### config.mk
export PLATFORM = sky130hd
export DESIGN_NAME = hnm_ctrl
export DESIGN_NICKNAME = d
export VERILOG_FILES = /design/src/hnm_pkg.sv /design/src/hnm_ctrl.sv
export SDC_FILE = /design/constraint.sdc
export NUM_CORES = 1
export LEC_CHECK = 0
export BUFFER_PORTS_ARGS = -buffer_cell sky130_fd_sc_hd__buf_2
export CAP_MARGIN = 20
export CORE_MARGIN = 3
export CORE_UTILIZATION = 39
export DETAILED_ROUTE_END_ITERATION = 10
export PLACE_DENSITY = 0.7
export SETUP_SLACK_MARGIN = 0.1
export SYNTH_ARGS = -nofsm -noshare
export SYNTH_HDL_FRONTEND = slang
export SYNTH_SLANG_ARGS = --single-unit
### constraint.sdc
create_clock -name i_clk -period 1.7 [get_ports i_clk]
set_input_delay 0.17 -clock i_clk [delete_from_list [all_inputs] [get_ports i_clk]]
set_output_delay 0.17 -clock i_clk [all_outputs]
set_load 0.01 [all_outputs]
### src/hnm_pkg.sv
// ----------------------------------------------------------------------------
// Height to normal map package
// Shared widths, register indexes, controller states, command and status
// structs, and the coverage to height function used to build the height table.
// ----------------------------------------------------------------------------
package hnm_pkg;

    localparam int MAX_WIDTH_DEF = 2048;
    localparam int FRAC_BITS_DEF = 16;

    localparam int COV_W      = 8;
    localparam int NRM_W      = 8;
    localparam int COL_W      = 11;
    localparam int ROW_W      = 16;
    localparam int WIDTH_W    = 12;
    localparam int STEEP_W    = 16;
    localparam int CFG_DATA_W = 16;
    localparam int CFG_IDX_W  = 2;

    localparam int OP_W   = 30;
    localparam int SQ_W   = 60;
    localparam int SUM_W  = 62;
    localparam int ROOT_W = 31;
    localparam int U_W    = 32;
    localparam int DIV_W  = 41;
    localparam int Q_W    = 8;

    localparam logic [CFG_IDX_W-1:0] CFG_IMAGE_WIDTH  = 2'd0;
    localparam logic [CFG_IDX_W-1:0] CFG_IMAGE_HEIGHT = 2'd1;
    localparam logic [CFG_IDX_W-1:0] CFG_STEEPNESS    = 2'd2;

    localparam logic [WIDTH_W-1:0] WIDTH_RST  = 12'd1024;
    localparam logic [ROW_W-1:0]   HEIGHT_RST = 16'd1024;
    localparam logic [STEEP_W-1:0] STEEP_RST  = 16'd256;

    localparam logic [1:0] EMIT_UP_A   = 2'd0;
    localparam logic [1:0] EMIT_UP_B   = 2'd1;
    localparam logic [1:0] EMIT_LAST_A = 2'd2;
    localparam logic [1:0] EMIT_LAST_B = 2'd3;

    localparam logic [63:0] NormLimit  = 64'd1 << OP_W;
    localparam logic [63:0] HeightDen  = 64'd16581375;

    typedef enum logic [3:0] {
        ST_IDLE,
        ST_RD0,
        ST_RD1,
        ST_RD2,
        ST_RD3,
        ST_WR0,
        ST_WR1,
        ST_PICK,
        ST_MUL,
        ST_NORM,
        ST_SQ,
        ST_SQRT,
        ST_DIVI,
        ST_DIV,
        ST_OUT
    } t_state;

    typedef struct packed {
        logic       accept;
        logic       rd0;
        logic       rd1;
        logic       cap0;
        logic       cap1;
        logic       cap2;
        logic       wr0;
        logic       wr1;
        logic       load_diff;
        logic       mul;
        logic       shift;
        logic       sq;
        logic       sqrt;
        logic       div_init;
        logic       div;
        logic       out_load;
        logic [1:0] idx;
    } t_cmd;

    typedef struct packed {
        logic [3:0] en;
        logic       norm_done;
        logic       sq_done;
        logic       sqrt_last;
        logic       div_last;
        logic       out_free;
    } t_status;

    function automatic logic [63:0] f_height(input int unsigned c, input int unsigned frac);
        logic [63:0] num;
        num = 64'(c) * 64'(c) * (64'd765 - 64'(2 * c));
        return ((num << frac) + HeightDen / 2) / HeightDen;
    endfunction

endpackage

### src/hnm_ctrl.sv
// ----------------------------------------------------------------------------
// Height to normal map controller
// Sequences row store access, the per-normal arithmetic steps and the
// hand-off of each result item to the output register.
// ----------------------------------------------------------------------------
module hnm_ctrl (
    input  logic              i_clk,
    input  logic              i_rst_n,
    input  logic              i_in_valid,
    input  hnm_pkg::t_status  i_status,
    output hnm_pkg::t_cmd     o_cmd,
    output logic              o_in_stall
);

    hnm_pkg::t_state r_state, n_state;
    logic [1:0]      r_idx, n_idx;

    always_ff @(posedge i_clk) begin
        if (!i_rst_n) begin
            r_state <= hnm_pkg::ST_IDLE;
            r_idx   <= '0;
        end else begin
            r_state <= n_state;
            r_idx   <= n_idx;
        end
    end

    always_comb begin
        n_state    = r_state;
        n_idx      = r_idx;
        o_cmd      = '0;
        o_cmd.idx  = r_idx;
        o_in_stall = 1'b1;
        case (r_state)
            hnm_pkg::ST_IDLE: begin
                o_in_stall = 1'b0;
                if (i_in_valid) begin
                    o_cmd.accept = 1'b1;
                    n_idx        = '0;
                    n_state      = hnm_pkg::ST_RD0;
                end
            end
            hnm_pkg::ST_RD0: begin
                o_cmd.rd0 = 1'b1;
                n_state   = hnm_pkg::ST_RD1;
            end
            hnm_pkg::ST_RD1: begin
                o_cmd.rd1  = 1'b1;
                o_cmd.cap0 = 1'b1;
                n_state    = hnm_pkg::ST_RD2;
            end
            hnm_pkg::ST_RD2: begin
                o_cmd.cap1 = 1'b1;
                n_state    = hnm_pkg::ST_RD3;
            end
            hnm_pkg::ST_RD3: begin
                o_cmd.cap2 = 1'b1;
                n_state    = hnm_pkg::ST_WR0;
            end
            hnm_pkg::ST_WR0: begin
                o_cmd.wr0 = 1'b1;
                n_state   = hnm_pkg::ST_WR1;
            end
            hnm_pkg::ST_WR1: begin
                o_cmd.wr1 = 1'b1;
                n_state   = hnm_pkg::ST_PICK;
            end
            hnm_pkg::ST_PICK: begin
                if (i_status.en[r_idx]) begin
                    o_cmd.load_diff = 1'b1;
                    n_state         = hnm_pkg::ST_MUL;
                end else if (r_idx == hnm_pkg::EMIT_LAST_B) begin
                    n_state = hnm_pkg::ST_IDLE;
                end else begin
                    n_idx = r_idx + 2'd1;
                end
            end
            hnm_pkg::ST_MUL: begin
                o_cmd.mul = 1'b1;
                n_state   = hnm_pkg::ST_NORM;
            end
            hnm_pkg::ST_NORM: begin
                o_cmd.shift = 1'b1;
                if (i_status.norm_done) begin
                    n_state = hnm_pkg::ST_SQ;
                end
            end
            hnm_pkg::ST_SQ: begin
                o_cmd.sq = 1'b1;
                if (i_status.sq_done) begin
                    n_state = hnm_pkg::ST_SQRT;
                end
            end
            hnm_pkg::ST_SQRT: begin
                o_cmd.sqrt = 1'b1;
                if (i_status.sqrt_last) begin
                    n_state = hnm_pkg::ST_DIVI;
                end
            end
            hnm_pkg::ST_DIVI: begin
                o_cmd.div_init = 1'b1;
                n_state        = hnm_pkg::ST_DIV;
            end
            hnm_pkg::ST_DIV: begin
                o_cmd.div = 1'b1;
                if (i_status.div_last) begin
                    n_state = hnm_pkg::ST_OUT;
                end
            end
            hnm_pkg::ST_OUT: begin
                if (i_status.out_free) begin
                    o_cmd.out_load = 1'b1;
                    if (r_idx == hnm_pkg::EMIT_LAST_B) begin
                        n_state = hnm_pkg::ST_IDLE;
                    end else begin
                        n_idx   = r_idx + 2'd1;
                        n_state = hnm_pkg::ST_PICK;
                    end
                end
            end
            default: begin
                n_state = hnm_pkg::ST_IDLE;
            end
        endcase
    end

endmodule

==> impl_metrics.csv, run 1 <==
group,metric,value,unit
logic_synthesis,synth_area,616.8,sq um
floorplanning,core-area,1383,sq um
worst_setup_path,crit_required,1530,ps
power_and_ir_drop,clock_power_share,30.0,%
cells_and_area,drive_gt1_share,45.00,%
floorplanning,die_area,2095,sq um
floorplanning,die_w,45.77,um
floorplanning,fp.dieH,45.77,um
logic_synthesis,netlist_instances,86,
drt,drt_first_pass_iters,4,
logic_synthesis,synth_seq_cells,6,
worst_setup_path,cp_top_family,"multiplexers",
timing,fmax,586.4,MHz
power_and_ir_drop,combPwrFrac,33.7,%
worst_setup_path,start_kind,"flop",
timing,relSlewSlack,72.52,%
floorplanning,start_util,44.62,%
global_route,grt_util_all_layers,18.94,%
worst_setup_path,slowest_delay,540,ps
timing,finClkSkew,0.2546,ps
floorplanning,pin_count,31,
global_route,grt_pass1_wl,2829,um
logic_synthesis,postSynthAreaPerCell,7.173,sq um
power_and_ir_drop,internal_power,316.9,uW
place,finalWeightedCongestion,0.7916,
cells_and_area,area_growth,40.16,%
timing,rsz0062_at_grt,"yes",
cells_and_area,layout.nets,134,
logic_synthesis,synth_enable_flop_cells,0,
timing,period_share,100.3,%
power_and_ir_drop,sw_frac_of_total,34.08,%
drt,vias,762,
clock_network,clockRootBuffer,"clkbuf_4",
clock_network,htree_levels,1,
clock_network,cts.sink_count,6,
clock_network,cts_buffers,3,
cells_and_area,stdcell_area,864.6,sq um
worst_setup_path,endpoint_kind,"output pin",
worst_setup_path,crit_chain,"mux4_2 -> nand4b_1 -> buf_4 -> inv_2 -> buf_6",
worst_setup_path,worstPathArrival,1540,ps
timing,finalSetupViolCount,1,
timing,layout_setup_ws,-5.297,ps
logic_synthesis,yosysWarnings,0,
power_and_ir_drop,power_leakage,0.4231,nW
global_route,first_global_vias,625,
timing,slew_viol_final,0,
power_and_ir_drop,pwr_density_cell,556.1,nW/um^2
drt,avgViaCountPerCell,5.644,
global_route,grt_antenna_before_repair,0,
drt,first_iter_violations,12,
logic_synthesis,syn_nets,99,
power_and_ir_drop,power.total,480.8,uW
clock_network,cts.reportedPaths.clkPinSlew,50,ps
worst_setup_path,crit_slowest_cell,"mux4_2",
drt,ant_nets,0,
place,post-place-ws,-10.50,ps
floorplanning,row_count,13,
run_status,outcome,"complete, but fails checks",
timing,fin_crit,1705,ps
flow_run,max_cap_violations,0,
worst_setup_path,path_class,"flop to output pin",
place,port_buffers,30,
global_route,grt_start_max_net_pins,17,
timing,hold-worst-slack,257.0,ps
clock_network,hold_buffers,0,
run_status,violations,"negative setup slack",
drt,drc,0,
global_route,overflow,0,
place,place_area,790.8,sq um
worst_setup_path,path_buf_inv,3,
logic_synthesis,synth_cell_types,37,
logic_synthesis,ys.flop_type,"dfxtp_1",
worst_setup_path,worst-path-max-fanout,4,
power_and_ir_drop,vdd_drop_max,633.0,uV
clock_network,clk_latency,250,ps
drt,drt_wl_total,1783,um
power_and_ir_drop,pwr-share-seq,36.3,%
clock_network,clk_path_buf_depth,2,
clock_network,cts_tree,"yes",
drt,wl_per_cell,13.21,um
min_path,hold_class,"primary input to flop",
place,dp_hpwl,1330,um
cells_and_area,num_antenna_cells,0,
logic_synthesis,synth-async-reset-ratio,0,%
logic_synthesis,ys_seq_area_share,19.47,%
worst_setup_path,regToRegSetupSlack,50,ps
power_and_ir_drop,switching_power,163.9,uW
timing,tightest_slew,408.5,ps
timing,final_hold_viol_count,0,
[cell usage in the layout (no fill, tap or decap), drive strengths merged, types with 4 or more instances in the layout]
cell type	count
dfxtp	6
nand2b	4
inv	6
nor3	10
nand2	9
buf	38
nand4	4
nor2	7
clkbuf	4
[synthesized netlist by cell type, types with 3 or more instances]
master	count	area [sq um]
dfxtp_1	6	120.1
nor3_1	10	50.05
clkbuf_1	3	11.26
nand2_1	9	33.78
nand2b_1	4	25.02
nor2_1	7	26.28
nand4_1	4	25.02
inv_1	6	22.52
[stage by stage]
stage               setup TNS [ps]  util, %  std cells
floorplan                        0        -         86
CTS                         -9.238    61.36        135
finish                      -5.297    62.53        135
global placement                 0    57.19        128
detailed placement          -10.50    57.19        128
global route                -115.6    62.53        135
[power by group through the flow]
stage | registers (mW) | clock network, mW | logic [mW]
2_1_floorplan | 0.157 | 0 | 0.113
3_3_place_gp | 0.173 | 0 | 0.147
3_5_place_dp | 0.174 | 0 | 0.149
4_1_cts | 0.173 | 0.150 | 0.150
5_1_grt | 0.178 | 0.152 | 0.179
6_report | 0.175 | 0.144 | 0.162
[layout make-up]
class                      count  area (sq um)
sequential                     6         128.9
multi-input combinational     66         451.7
tap                           15         18.77
inverter                       6         22.52
timing repair buffer          38         216.5
fill                         123         518.0
clock buffer                   4         26.28
[sequential cells by signal (all words and copies together), names as in the netlist]
| name | flops |
|---|---|
| r_idx | 2 |
| r_state | 4 |
[worst paths after layout]
check	start	cells after the start	end
max	r_idx[0]	5	o_cmd[9]
min	i_rst_n	2	r_state[3]
max reg2reg	r_idx[0]	4	r_idx[0]
min reg2reg	r_idx[1]	1	r_idx[1]
[routing by layer]
layer / up-vias / global-route usage [%] / share of wire (%)
li1: 379 / - / -
met4: 0 / 10.23 / 1.9
met5: - / 0 / 0
met3: 4 / 3.557 / 6.8
met1: 355 / 26.56 / 45
met2: 24 / 27.02 / 46
[worst register-to-register path: stages (launching register included)]
cell and delay (ps):
dfxtp_4 340, mux4_2 540, o31a_1 290, nor4b_4 240, a22o_1 180
[logic make-up after synthesis]
logic type               count (synthesis)  share of synthesized area (%)
AND/OR/NAND/NOR                         48                          45.23
buffers and inverters                   14                          9.534
AO/OA/AOI/OAI                           13                          15.42
flip-flops                               6                          19.47
multiplexers                             3                          6.896
XOR/XNOR                                 1                          1.420
adder cells (fa/ha/maj)                  1                          2.028
[timing repair]
action                                  in CTS  in global routing
gates resized for setup                      4                  5
buffers inserted                             3                  0
cloned                                       0                  0
pin swaps                                    3                  1
hold endpoints to repair                     0                  0
endpoints found under the setup margin       8                  6
Power figures use the tool's default switching activity.
==> run 2: changes to the inputs <==
MAX_ROUTING_LAYER = met4   (was unset)
==> run 2 against run 1 <==
  * The flow still finishes with violations (negative setup slack)
  * Critical path depth did not move
  * Sequential power barely moved
  * Combinational power barely moved
  * Wire length fell by 0.73%
  * Final area did not move
  * Final cell count did not move
  * Clock skew barely moved
  * Sequential cell count did not move
  * Utilization did not move
  * Power fell by 0.11%
  * Worst setup slack barely moved
  * Critical endpoint unchanged
  * Largest power group unchanged
  * Highest routed layer unchanged
==> impl_metrics.csv, run 2 (synthesized netlist as in run 1, its figures left out) <==
group,metric,value,unit
power_and_ir_drop,power_leakage,0.4231,nW
timing,relSlewSlack,72.71,%
floorplanning,fp.dieH,45.77,um
power_and_ir_drop,switching_power,163.4,uW
power_and_ir_drop,pwr-share-seq,36.4,%
floorplanning,start_util,44.62,%
cells_and_area,drive_gt1_share,45.00,%
clock_network,clk_path_buf_depth,2,
worst_setup_path,path_class,"flop to output pin",
worst_setup_path,start_kind,"flop",
drt,ant_nets,0,
power_and_ir_drop,power.total,480.3,uW
timing,rsz0062_at_grt,"yes",
power_and_ir_drop,clock_power_share,30.0,%
cells_and_area,num_antenna_cells,0,
cells_and_area,fillCellCount,123,
floorplanning,die_area,2095,sq um
timing,layout_setup_ws,-5.303,ps
timing,finalSetupViolCount,1,
cells_and_area,multiInputGateArea,451.7,sq um
place,placed_cells,128,
power_and_ir_drop,combPwrFrac,33.7,%
global_route,first_global_vias,625,
timing,fmax,586.4,MHz
drt,avgViaCountPerCell,5.563,
cells_and_area,layout.nets,134,
clock_network,clockRootBuffer,"clkbuf_4",
worst_setup_path,endpoint_kind,"output pin",
global_route,grt_antenna_before_repair,0,
timing,finClkSkew,0.6881,ps
floorplanning,pin_count,31,
global_route,grt_pass1_wl,2849,um
worst_setup_path,worstPathArrival,1540,ps
global_route,overflow,0,
cells_and_area,top_regs,"r_state: 4 flops, r_idx: 2 flops",
cells_and_area,area_growth,40.16,%
drt,first_iter_violations,9,
global_route,grt_util_all_layers,19.57,%
place,post-place-ws,-10.50,ps
clock_network,htree_levels,1,
clock_network,cts.reportedPaths.clkPinSlew,50,ps
clock_network,clk_latency,250,ps
drt,vias,751,
drt,drc,0,
cells_and_area,stdcell_area,864.6,sq um
cells_and_area,final_common_cell,"buf_2",
place,dp_hpwl,1330,um
timing,period_share,100.3,%
timing,tightest_slew,405.6,ps
floorplanning,row_count,13,
timing,fin_crit,1705,ps
timing,slew_viol_final,0,
floorplanning,core-area,1383,sq um
drt,drt_first_pass_iters,4,
floorplanning,die_w,45.77,um
cells_and_area,regMostFlops,"r_state",
clock_network,cts.sink_count,6,
min_path,hold_class,"primary input to flop",
run_status,violations,"negative setup slack",
cells_and_area,stdcell_count,135,
global_route,grt_start_max_net_pins,17,
cells_and_area,layout_common_cells,"29 x buf_2, 10 x nor3_1, 9 x nand2_1",
place,port_buffers,30,
clock_network,cts_tree,"yes",
timing,final_hold_viol_count,0,
power_and_ir_drop,vdd_drop_max,633.1,uV
flow_run,max_cap_violations,0,
power_and_ir_drop,sw_frac_of_total,34.01,%
power_and_ir_drop,internal_power,316.9,uW
cells_and_area,largest_register_ffs,4,
place,finalWeightedCongestion,0.8028,
drt,wl_per_cell,13.11,um
timing,fin_tns_setup,-5.303,ps
worst_setup_path,worst-path-max-fanout,4,
place,place_area,790.8,sq um
worst_setup_path,crit_required,1530,ps
worst_setup_path,regToRegSetupSlack,50,ps
clock_network,cts_buffers,3,
drt,drt_wl_total,1770,um
run_status,outcome,"complete, but fails checks",
cells_and_area,regArea,128.9,sq um
power_and_ir_drop,pwr_density_cell,555.5,nW/um^2
## run 2: cell counts in the layout (fill, tap and decap cells not counted)
Identical to the previous run, type by type.
## run 2: area by class of cell
| cell class | count | share of cell area [%] |
|---|---|---|
| sequential | 6 | 14.91 |
| multi-input combinational | 66 | 52.24 |
| inverter | 6 | 2.605 |
| tap | 15 | 2.171 |
| timing repair buffer | 38 | 25.04 |
| clock buffer | 4 | 3.039 |
## run 2: worst max-delay path: stages (launching register included)
cell      delay (ps)
dfxtp_4          340
mux4_2           540
nand4b_1         140
buf_4            130
inv_2             30
buf_6            100
## run 2: metrics by stage
step	util (%)	hold WS, ps
5_1_grt	62.53	281.7
3_5_place_dp	57.19	526.4
6_report	62.53	259.9
3_3_place_gp	57.19	521.9
2_1_floorplan	-	427.1
4_1_cts	61.36	254.0
## run 2: worst paths after layout
path	endpoint	startpoint	cells past startpoint
setup / recovery	o_cmd[9]	r_idx[0]	5
hold / removal	r_state[0]	i_rst_n	3
setup reg to reg	r_idx[0]	r_idx[0]	4
hold reg to reg	r_idx[1]	r_idx[1]	1
## run 2: power by group through the flow
stage	clock network (mW)	logic (mW)	registers [mW]
finish	0.144	0.162	0.175
detailed placement	0	0.149	0.174
floorplan	0	0.113	0.157
CTS	0.150	0.150	0.173
global placement	0	0.147	0.173
global route	0.152	0.179	0.178
## run 2: what timing repair did
| item | in CTS | in global routing |
|---|---|---|
| setup endpoints to repair | 8 | 6 |
| hold buffers | 0 | 0 |
| pin swaps | 3 | 1 |
| buffers inserted | 3 | 0 |
| gates resized for setup | 4 | 5 |
## run 2: per-layer routing
| metal | vias up | wire (um) | GRT usage (%) |
|---|---|---|---|
| li1 | 379 | - | - |
| met1 | 345 | 798 | 26.79 |
| met2 | 23 | 814 | 27.02 |
| met3 | 4 | 121 | 3.557 |
| met4 | 0 | 35 | 10.23 |
| met5 | - | 0 | - |
==> run 3: changes to the inputs <==
CELL_PAD_IN_SITES_DETAIL_PLACEMENT = 1   (was unset)
CELL_PAD_IN_SITES_GLOBAL_PLACEMENT = 2   (was unset)
CORE_ASPECT_RATIO = 0.6   (was unset)
CORE_UTILIZATION = 20   (was 39)
==> run 3 against run 2 <==
  * The run now ends clean
  * Worst hold slack gained 53 ps
  * Clock skew rose by 11 ps
  * Die area rose by 82%
  * Sequential power is 7% lower
  * First-iteration DRC count rose to 2.8 times the previous value
  * Combinational power grew 20%
  * Largest power group is now clock
  * Largest cell class unchanged
  * Global-route usage shrank 7.7 points
==> impl_metrics.csv, run 3 (synthesized netlist as in run 1, its figures left out) <==
group,metric,value,unit
timing,hold-worst-slack,312.8,ps
cells_and_area,final_util,35.35,%
clock_network,hold_buffers,0,
worst_setup_path,r2r_cells,4,
worst_setup_path,start_kind,"flop",
place,port_buffers,30,
place,dp_hpwl,1833,um
clock_network,clk_latency,230,ps
timing,relSlewSlack,73.14,%
place,post-place-ws,-6.323,ps
timing,finalSetupViolCount,0,
min_path,min_from,"i_rst_n",
cells_and_area,largest_register_ffs,4,
cells_and_area,stdcell_area,959.7,sq um
worst_setup_path,crit_slowest_cell,"mux4_2",
power_and_ir_drop,sw_frac_of_total,31.86,%
drt,drt_first_pass_iters,4,
clock_network,htree_levels,1,
floorplanning,pin_count,31,
power_and_ir_drop,pwr_density_cell,607.4,nW/um^2
floorplanning,die_w,77.70,um
flow_run,max_cap_violations,0,
timing,slew_viol_final,0,
floorplanning,core-area,2715,sq um
worst_setup_path,crit_required,1860,ps
drt,wl_per_cell,13.98,um
cells_and_area,final_common_cell,"buf_2",
place,finalWeightedCongestion,0.7941,
cells_and_area,layout_common_cells,"30 x buf_2, 11 x buf_4, 9 x nor3_1, 9 x nand2_1, 7 x nor2_1",
cells_and_area,layout.nets,137,
cells_and_area,area_growth,55.58,%
timing,fmax,591.9,MHz
timing,fin_crit,1689,ps
floorplanning,start_util,22.72,%
power_and_ir_drop,clock_power_share,38.9,%
floorplanning,fp.dieH,49.02,um
clock_network,cts.reportedPaths.clkPinSlew,40,ps
cells_and_area,multiInputGateArea,484.2,sq um
cells_and_area,drive_gt1_share,46.34,%
timing,rsz0062_at_grt,"yes",
global_route,grt_antenna_before_repair,0,
cells_and_area,regMostFlops,"r_state",
worst_setup_path,path_buf_inv,0,
worst_setup_path,worstPathArrival,1850,ps
clock_network,cts.sink_count,6,
min_path,hold_class,"primary input to flop",
cells_and_area,fillCellCount,354,
timing,tightest_slew,402.0,ps
global_route,grt_pass1_wl,3519,um
timing,final_hold_viol_count,0,
drt,avgViaCountPerCell,4.706,
timing,finClkSkew,11.74,ps
min_path,min_path_cells,2,
worst_setup_path,worst-path-max-fanout,4,
timing,period_share,99.38,%
global_route,first_global_vias,748,
clock_network,cts_buffers,3,
worst_setup_path,reg2reg_from,"r_idx[0]",
drt,vias,767,
power_and_ir_drop,switching_power,185.7,uW
clock_network,clockRootBuffer,"clkbuf_8",
drt,drc,0,
worst_setup_path,endpoint_kind,"flop",
global_route,grt_start_max_net_pins,17,
power_and_ir_drop,power_leakage,0.4513,nW
power_and_ir_drop,vdd_drop_max,214.7,uV
cells_and_area,top_regs,"r_state: 4 flops, r_idx: 2 flops",
cells_and_area,num_antenna_cells,0,
worst_setup_path,crit_chain,"mux4_2 -> o31a_1 -> nor4b_4 -> a22o_1",
run_status,outcome,"complete, no violations",
worst_setup_path,slowest_delay,550,ps
power_and_ir_drop,pwr-share-seq,27.8,%
cells_and_area,regArea,125.1,sq um
drt,first_iter_violations,25,
worst_setup_path,regToRegSetupSlack,10,ps
global_route,grt_util_all_layers,11.85,%
worst_setup_path,timing.rr.end,"r_idx[0]",
global_route,overflow,0,
clock_network,cts_tree,"yes",
power_and_ir_drop,combPwrFrac,33.3,%
timing,layout_setup_ws,10.58,ps
power_and_ir_drop,internal_power,397.2,uW
clock_network,clk_path_buf_depth,2,
floorplanning,row_count,14,
min_path,min_to,"r_state[3]",
floorplanning,die_area,3809,sq um
timing,fin_tns_setup,0,ps
place,place_area,859.6,sq um
worst_setup_path,cp_top_family,"multiplexers",
worst_setup_path,path_class,"flop to flop",
drt,ant_nets,0,
drt,drt_wl_total,2278,um
-- run 3: cell count changes in the layout (fill, tap and decap cells not counted), moves of 3 or more --
cell,delta
buf_4,+3
dfxtp_1,+3
clkbuf_4,-3
dfxtp_2,-3
clkbuf_8,+3
-- run 3: layout make-up --
cell class / instances / area share (%)
clock buffer: 4 / 4.694
sequential: 6 / 13.04
tap: 40 / 5.215
timing repair buffer: 41 / 24.25
inverter: 6 / 2.347
multi-input combinational: 66 / 50.46
-- run 3: worst reg2reg max path: stages, from the launching register on --
cell     delay, ps
dfxtp_4        340
mux4_2         550
o31a_1         300
nor4b_4        250
a22o_1         190
-- run 3: what timing repair did --
item / CTS / global route
pin swaps: 2 / 2
gates resized for setup: 0 / 9
buffers inserted: 0 / 1
setup endpoints to repair: 5 / 13
-- run 3: how the worst max path moves through the flow --
| stage | slack, ps | cells after the start | startpoint | endpoint |
|---|---|---|---|---|
| 2_1_floorplan | 60 | 4 | r_idx[0] | r_idx[0] |
| 3_3_place_gp | 60 | 4 | r_idx[0] | r_idx[0] |
| 3_5_place_dp | -6 | 4 | r_idx[0] | r_idx[0] |
| 4_1_cts | 9 | 4 | r_idx[0] | r_idx[0] |
| 5_1_grt | -10 | 4 | r_idx[0] | r_idx[0] |
| 6_report | 10 | 4 | r_idx[0] | r_idx[0] |
-- run 3: per-layer routing --
layer | up-vias | track usage (%) | share of wire (%)
met5 | - | - | 0
met4 | 0 | 1.775 | 0
met3 | 0 | 4.797 | 5.5
met2 | 20 | 16.05 | 42
met1 | 361 | 16.54 | 52
li1 | 386 | - | -
-- run 3: through the flow --
stage,power [mW],cells
6_report,0.5829,163
5_1_grt,0.6238,163
4_1_cts,0.5785,162
3_5_place_dp,0.3408,158
3_3_place_gp,0.3403,158
2_1_floorplan,0.2697,86
-- run 3: power by group through the flow --
stage	Sequential (mW)	Clock (mW)	Combinational, mW
floorplan	0.157	0	0.113
global placement	0.161	0	0.179
detailed placement	0.161	0	0.180
CTS	0.159	0.239	0.180
global route	0.164	0.248	0.212
finish	0.162	0.227	0.194
